==> src/rtl/core/assert_macros.svh <==
// Assertion macros shared by the profiler RTL.
// Each macro expects signals named clk and rst_n in the enclosing module.
`ifndef ASSERT_MACROS_SVH
`define ASSERT_MACROS_SVH

// The expression must hold at every clock edge outside reset.
`define NRTP_ASSERT_ALWAYS(label, expr, msg) \
    label: assert property (@(posedge clk) disable iff (!rst_n) (expr)) else $error(msg);

// The consequent must hold in the same cycle as the antecedent.
`define NRTP_ASSERT_IMPL(label, ante, cons, msg) \
    label: assert property (@(posedge clk) disable iff (!rst_n) (ante) |-> (cons)) \
        else $error(msg);

// The consequent must hold in the cycle after the antecedent.
`define NRTP_ASSERT_NEXT(label, ante, cons, msg) \
    label: assert property (@(posedge clk) disable iff (!rst_n) (ante) |=> (cons)) \
        else $error(msg);

`endif

==> src/rtl/core/nrtp_ram.sv <==
// Generic single-write, single-read RAM with a registered read port.
// No dependencies; instantiated by the profiler top level.
module nrtp_ram #(
    parameter  int WIDTH  = 8,
    parameter  int DEPTH  = 16,
    localparam int ADDR_W = (DEPTH > 1) ? $clog2(DEPTH) : 1
) (
    input  logic              clk,
    input  logic              we,
    input  logic [ADDR_W-1:0] waddr,
    input  logic [WIDTH-1:0]  wdata,
    input  logic              re,
    input  logic [ADDR_W-1:0] raddr,
    output logic [WIDTH-1:0]  rdata
);

    logic [WIDTH-1:0] mem [DEPTH];
    logic [WIDTH-1:0] rdata_reg;

    // Read data holds its value until the next read is issued.
    always_ff @(posedge clk)
    begin
        if (we)
        begin
            mem[waddr] <= wdata;
        end
        if (re)
        begin
            rdata_reg <= mem[raddr];
        end
    end

    assign rdata = rdata_reg;

endmodule

==> config.mk <==
export PLATFORM = sky130hd
export DESIGN_NAME = nrtp_ram
export DESIGN_NICKNAME = d
export VERILOG_FILES = /design/src/rtl/core/assert_macros.svh /design/src/rtl/core/nrtp_ram.sv
export SDC_FILE = /design/constraint.sdc
export NUM_CORES = 1
export LEC_CHECK = 0
export BUFFER_PORTS_ARGS = -buffer_cell sky130_fd_sc_hd__buf_2
export CAP_MARGIN = 40
export CORE_UTILIZATION = 36
export DETAILED_ROUTE_END_ITERATION = 10
export SLEW_MARGIN = 20
export SYNTH_ARGS = -nofsm -noshare
export SYNTH_HDL_FRONTEND = slang
export SYNTH_SLANG_ARGS = --single-unit
==> constraint.sdc <==
create_clock -name clk -period 1.61 [get_ports clk]
set_input_delay 0.0805 -clock clk [delete_from_list [all_inputs] [get_ports clk]]
set_output_delay 0.0805 -clock clk [all_outputs]
set_load 0.01 [all_outputs]
==> results of run 1 <==
==> power groups by stage <==
stage               logic, uW  registers (uW)  clock network, uW
global route              421            4020               3780
CTS                       393            4010               3640
floorplan                 201            4090                  0
detailed placement        392            4090                  0
finish                    384            4010               3560
global placement          384            4080                  0
==> metrics by stage <==
step                      total power (uW)  instances  area, um^2  TNS (ns)
after floorplan                       4290        229        5230         0
after global placement                4460        452        5740   -0.0891
after detailed placement              4480        452        5740    -0.104
after CTS                             8040        484        6280         0
after global routing                  8220        484        6280         0
final                                 7960        484        6280         0
==> layer usage <==
layer | track usage | up-vias
li1 | - | 1106
met2 | 0.226 | 76
met5 | 0 | -
met4 | 0.0716 | 0
met3 | 0.0483 | 16
met1 | 0.211 | 1275
==> logic make-up (layout without fill, tap and decap cells) <==
| logic type | after synthesis | in the layout | synth area share |
|---|---|---|---|
| DFF | 136 | 136 | 0.781 |
| and+or+nand+nor | 35 | 35 | 0.0314 |
| AOI/OAI and AO/OA | 16 | 16 | 0.0230 |
| buffers and inverters | 10 | 85 | 0.0165 |
| muxes | 32 | 32 | 0.148 |
==> synthesized netlist by cell type, drive strengths merged <==
| cell type | instances |
|---|---|
| nor2 | 13 |
| nand3 | 1 |
| nand2 | 9 |
| edfxtp | 136 |
| or3b | 1 |
| nor2b | 1 |
| and2b | 1 |
| mux4 | 32 |
| nor3 | 4 |
| a22oi | 16 |
| clkdlybuf4s25 | 3 |
| nand3b | 2 |
| buf | 7 |
| nand2b | 2 |
| and2 | 1 |
==> cell type report <==
type,count,area (um^2)
well taps,180,225
fillers,1190,7760
multi-input cells,83,1060
clock inverters,14,114
flip-flops and latches,136,4080
clock buffers,18,429
repair buffers,53,370
==> worst paths after layout <==
kind	start	endpoint	slack, ns
max	mem[3][7]	rdata[7]	0.15
min	re	rdata[3]	0.03
max reg2reg	mem[3][7]	rdata[7]	0.15
min reg2reg	mem[15][5]	rdata[5]	0.75
==> results.cfg, run 1 <==
[final_layout]
nNetsFinal = 310
mostFrequentLayoutCells = edfxtp_1, buf_2, buf_4
largest_reg_flops = 128
fin_util = 0.447
layout_commonest_cell = edfxtp_1
syn_to_final_growth_pct = 20.1
antenna_cells = 0
drive_gt1_frac = 0.316

[cts]
clkSinkCount = 136
insertion_delay_ns = 0.42
htree_num_levels = 4
hold_buffers = 0
cts_resized = 0
cts_tree = built
clkSlewWorstSetupHoldPaths_ns = 0.06
cts_setup_buffers = 0
cts_root_buffer = clkbuf_16
numCtsBuffers = 17
cts.path.max_buffers = 2

[floorplan]
dieArea_mm2 = 0.0150
start_util = 0.372
fp.dieH_um = 123
die_x_um = 123
rows = 43
num_io_pins = 27
core_mm2 = 0.0140

[global_routing]
grt_max_degree = 25
antenna_found_initial = 0
grt_pass1_wl_mm = 15.6
grt_util_all_layers = 0.155
globalRouteOverflowTotal = 0
grt_pass1_vias = 2648

[route]
drtIter0Drc = 148
routed.top_layer = met4
drt_pre_antenna_iters = 4
wl_met3_um = 498
drc = 0
dr_wl_met2_mm = 4.84
num_vias = 2473
wl_per_cell_um = 20.8
drt_wl_total_mm = 10.1
final_antenna_net_count = 0
wl_met1_mm = 4.58
avgViaCountPerCell = 5.11

[outcome]
status = finished, final reports clean

[pwr]
vdd_drop_max_v = 0.000786
powerDensity_mw_per_mm2 = 1270
pwr-share-seq = 0.504
p_switching_uw = 1580
p_leak_uw = 0.00213
p_int_uw = 6380
p_clk_frac = 0.448
power_frac_comb = 0.048
netSwitchingFraction = 0.198

[sta]
slew_viol_final = 0
clock_skew_ns = 0.00477
fmax_mhz = 683
holdWs_ns = 0.0333
period_share = 0.910
setup_violations = 0
worstMarginPinSlew_ns = 0.392
finalHoldViolations = 0
finalCriticalPeriod_ns = 1.46
rsz0062_at_grt = false
layout_setup_ws_ns = 0.145
relSlewSlack = 0.739

[synthesis]
synth.top_cell.area_share = 0.781
syn_avg_cell_area_um2 = 22.8
yosys_warnings = 0
syn-num-nets = 248
synth_cells = 229
ys_ff_latch = 136
synth_area_mm2 = 0.00523
ys_types = 18
synthTopCellsByArea = edfxtp_1, mux4_2, mux4_1
yosys.area.top_type = edfxtp_1
synth.yosys.seq_area_share = 0.781

[setup_path]
worst-path-stages = 3
slowest_delay_ns = 0.47
cp_num_buf_inv = 0
rr_worst_depth = 3
end_kind = flop
critPathSlowestCell = mux4_2
path_max_fanout = 1
critPathTopFamily = multiplexers
crit_type = reg2reg
worstSetupStartpointType = flop
worst_ep_required_time_ns = 1.76
cp_cell_sequence = mux4_2 -> a22oi_1 -> nand2_1
crit_arrival_ns = 1.61

[place]
pre_cts_ws_ns = -0.0677
place_congestion = 0.737
hpwl_mm = 6.53
port_buffers = 26

[hold_path]
hold_class = in2reg
hold_depth = 1

[job]
drv_cap = 0
(Power assumes the default switching activity.)
==> run 2: changes to the inputs <==
Settings changed: CELL_PAD_IN_SITES_DETAIL_PLACEMENT set to 1, CELL_PAD_IN_SITES_GLOBAL_PLACEMENT set to 1, PLACE_DENSITY_LB_ADDON set to 0.1.
==> run 2 against run 1 <==
Net effect:
- sequential share of layout area fell by 1.4 points
- register-to-register slack got worse by 0.06 ns
- total power rose by 9.4%
- first-iteration DRC count fell by 0.68%
- die area did not move
- routed wire length rose by 8.9%
==> results.cfg, run 2 (synthesized netlist as in run 1, its figures left out) <==
[sta]
period_share = 0.949
fmax_mhz = 655
relSlewSlack = 0.486
holdWs_ns = 0.0418
setup_violations = 0
rsz0062_at_grt = false
clock_skew_ns = 0.00537
finalHoldViolations = 0
worstMarginPinSlew_ns = 0.769
slew_viol_final = 0
finalCriticalPeriod_ns = 1.53

[route]
drt_wl_total_mm = 11.0
wl_per_cell_um = 22.7
final_antenna_net_count = 0
avgViaCountPerCell = 5.13
wl_met1_mm = 4.83
drtIter0Drc = 147
num_vias = 2481
dr_wl_met2_mm = 5.49
drt_pre_antenna_iters = 4
routed.top_layer = met4
drc = 0
wl_met3_um = 398

[hold_path]
hold_class = in2reg
hold_depth = 1

[global_routing]
grt_pass1_wl_mm = 16.8
grt_pass1_vias = 2687
grt_max_degree = 20
globalRouteOverflowTotal = 0
grt_util_all_layers = 0.168
antenna_found_initial = 0

[setup_path]
worst-path-stages = 3
critPathSlowestCell = mux4_2
critPathTopFamily = multiplexers
r2r_setup_slack_ns = 0.08
worst_ep_required_time_ns = 1.76
end_kind = flop
rr_worst_depth = 3
path_max_fanout = 1
slowest_delay_ns = 0.47
crit_type = reg2reg
crit_arrival_ns = 1.67
cp_num_buf_inv = 0
worstSetupStartpointType = flop
cp_cell_sequence = mux4_2 -> a22oi_1 -> nand2_1

[cts]
htree_num_levels = 4
cts.path.max_buffers = 2
cts_tree = built
cts_setup_buffers = 0
hold_buffers = 0
numCtsBuffers = 17
insertion_delay_ns = 0.41
clkSinkCount = 136
clkSlewWorstSetupHoldPaths_ns = 0.06
cts_root_buffer = clkbuf_16
cts_resized = 0

[final_layout]
stdcell_area_mm2 = 0.00642
largest_reg_flops = 128
layout_commonest_cell = edfxtp_1
final-seq-area_mm2 = 0.00408
drive_gt1_frac = 0.332
multi_input_area_mm2 = 0.00106
nFillCells = 1295
nNetsFinal = 310
mostFrequentLayoutCells = edfxtp_1, buf_2, buf_4
antenna_cells = 0
syn_to_final_growth_pct = 22.8

[pwr]
powerDensity_mw_per_mm2 = 1360
vdd_drop_max_v = 0.000794
power_frac_comb = 0.046
pwr-share-seq = 0.461
p_int_uw = 7050
p_switching_uw = 1660
p_clk_frac = 0.493
netSwitchingFraction = 0.191
p_leak_uw = 0.00218

[floorplan]
rows = 43
core_mm2 = 0.0140
die_x_um = 123
fp.dieH_um = 123
dieArea_mm2 = 0.0150
start_util = 0.372
num_io_pins = 27

[place]
hpwl_mm = 7.17
place_congestion = 0.710
port_buffers = 26
place_area_mm2 = 0.00576

[outcome]
status = finished, final reports clean

[job]
drv_cap = 0
==> run 2: worst paths after layout <==
path / end / from
setup reg to reg: rdata[0] / mem[11][0]
hold reg to reg: rdata[7] / mem[12][7]
setup / recovery: rdata[0] / mem[11][0]
hold / removal: rdata[7] / re
==> run 2: final cells by class <==
type | count | area share
Tap cell | 180 | 0.0351
Clock buffer | 17 | 0.0663
Sequential cell | 136 | 0.636
Multi-Input combinational cell | 83 | 0.165
Timing Repair Buffer | 53 | 0.0616
Clock inverter | 15 | 0.0361
==> run 2: layer usage <==
metal | track usage | vias to the layer above
met5 | 0 | -
met4 | 0.0915 | 0
met3 | 0.0423 | 15
met2 | 0.261 | 58
met1 | 0.217 | 1306
li1 | - | 1102
==> run 2: worst register-to-register path: stages (launching register included) <==
cell and delay, ns:
edfxtp_1 0.37, mux4_2 0.47, a22oi_1 0.31, nand2_1 0.12
==> run 2: power groups by stage <==
stage,registers (uW),logic [uW],clock network (uW)
finish,4010,400,4300
global route,4020,442,4520
CTS,4010,416,4390
detailed placement,4090,415,0
global placement,4080,406,0
floorplan,4090,201,0
==> run 2: metrics by stage <==
stage | setup WS [ns] | utilization | TNS (ns) | total power, uW | std cells
after detailed placement | -0.127 | 0.410 | -0.320 | 4500 | 452
after global placement | -0.0871 | 0.410 | -0.240 | 4490 | 452
after global routing | 0.0432 | 0.457 | 0 | 8980 | 484
after CTS | 0.0475 | 0.457 | 0 | 8820 | 484
final | 0.0824 | 0.457 | 0 | 8710 | 484
after floorplan | 0.0366 | - | 0 | 4290 | 229
==> run 3: changes to the inputs <==
Settings changed: RECOVER_POWER set to 50.
==> run 3 against run 2 <==
Net effect:
- register-to-register slack hardly changed
- flip-flop and latch count stayed put
- routed wire length hardly changed
- final cell count stayed put
- non-clock buffer count stayed put
- hold slack better by 0.13 ns
- critical endpoint unchanged
- largest cell class unchanged
- highest routed layer unchanged
==> results.cfg, run 3 (synthesized netlist as in run 1, its figures left out) <==
[outcome]
status = finished, final reports clean

[route]
drt_wl_total_mm = 11.0
drt_pre_antenna_iters = 4
num_vias = 2482
drtIter0Drc = 145
drc = 0
final_antenna_net_count = 0
avgViaCountPerCell = 5.13
wl_per_cell_um = 22.7

[global_routing]
grt_max_degree = 20
globalRouteOverflowTotal = 0
antenna_found_initial = 0
grt_util_all_layers = 0.168
grt_pass1_wl_mm = 16.8
grt_pass1_vias = 2687

[job]
drv_cap = 0

[floorplan]
start_util = 0.372
fp.dieH_um = 123
num_io_pins = 27
rows = 43
core_mm2 = 0.0140
die_x_um = 123
dieArea_mm2 = 0.0150

[cts]
insertion_delay_ns = 0.41
cts_root_buffer = clkbuf_16
cts_tree = built
numCtsBuffers = 17
cts.path.max_buffers = 2
cts_setup_buffers = 0
hold_buffers = 0
clkSlewWorstSetupHoldPaths_ns = 0.06
clkSinkCount = 136
cts_resized = 0
htree_num_levels = 4

[sta]
finalHoldViolations = 0
period_share = 0.949
setup_violations = 0
slew_viol_final = 0
layout_setup_ws_ns = 0.0818
finalCriticalPeriod_ns = 1.53
worstMarginPinSlew_ns = 0.769
rsz0062_at_grt = false
relSlewSlack = 0.486
clock_skew_ns = 0.00539
holdWs_ns = 0.170
fmax_mhz = 654

[pwr]
powerDensity_mw_per_mm2 = 1360
p_leak_uw = 0.00215
vdd_drop_max_v = 0.000793

[final_layout]
syn_to_final_growth_pct = 22.5
stdcell_area_mm2 = 0.00640
mostFrequentLayoutCells = edfxtp_1, buf_4, mux4_2
fin_util = 0.456
layout_commonest_cell = edfxtp_1
largest_reg_flops = 128
nNetsFinal = 310
drive_gt1_frac = 0.296
antenna_cells = 0

[setup_path]
slowest_delay_ns = 0.47
crit_type = reg2reg
critPathSlowestCell = mux4_2
worstSetupStartpointType = flop
cp_num_buf_inv = 0
path_max_fanout = 1
worst_ep_required_time_ns = 1.75
cp_cell_sequence = mux4_2 -> a22oi_1 -> nand2_1
critPathTopFamily = multiplexers
crit_arrival_ns = 1.67
end_kind = flop

[place]
port_buffers = 26
place_congestion = 0.710
hpwl_mm = 7.17
place_area_mm2 = 0.00576
pre_cts_ws_ns = -0.127

[hold_path]
hold_class = in2reg
run 3: power by group:
part,switching (uW),internal [uW]
clock network,1420,2880
logic,221,175
registers,22.1,3990
run 3: layer usage:
layer	vias up	wire, um	share of wire	global-route usage
li1	1103	-	-	-
met1	1306	4850	0.44	0.217
met2	58	5490	0.50	0.261
met3	15	389	0.035	0.0423
met4	0	250	0.023	0.0915
met5	-	0	0	0
run 3: final timing paths:
check / cells past startpoint / startpoint / slack, ns / endpoint
setup / recovery: 3 / mem[11][0] / 0.08 / rdata[0]
hold / removal: 1 / re / 0.17 / rdata[7]
setup reg to reg: 3 / mem[11][0] / 0.08 / rdata[0]
hold reg to reg: 3 / mem[12][7] / 0.75 / rdata[7]
run 3: final cells by class:
class	instances	area, um^2
clock buffers	17	425
flip-flops and latches	136	4080
multi-input cells	83	1060
well taps	180	225
fillers	1295	7640
clock inverters	15	231
repair buffers	53	379
run 3: through the flow:
step | setup TNS [ns] | cells | total power (uW)
2_1_floorplan | 0 | 229 | 4290
3_3_place_gp | -0.240 | 452 | 4490
3_5_place_dp | -0.320 | 452 | 4500
4_1_cts | 0 | 484 | 8820
5_1_grt | 0 | 484 | 8980
6_report | 0 | 484 | 8710
run 3: worst register-to-register path: stages, from the launching register on:
cell      delay [ns]
edfxtp_1        0.37
mux4_2          0.47
a22oi_1         0.31
nand2_1         0.12
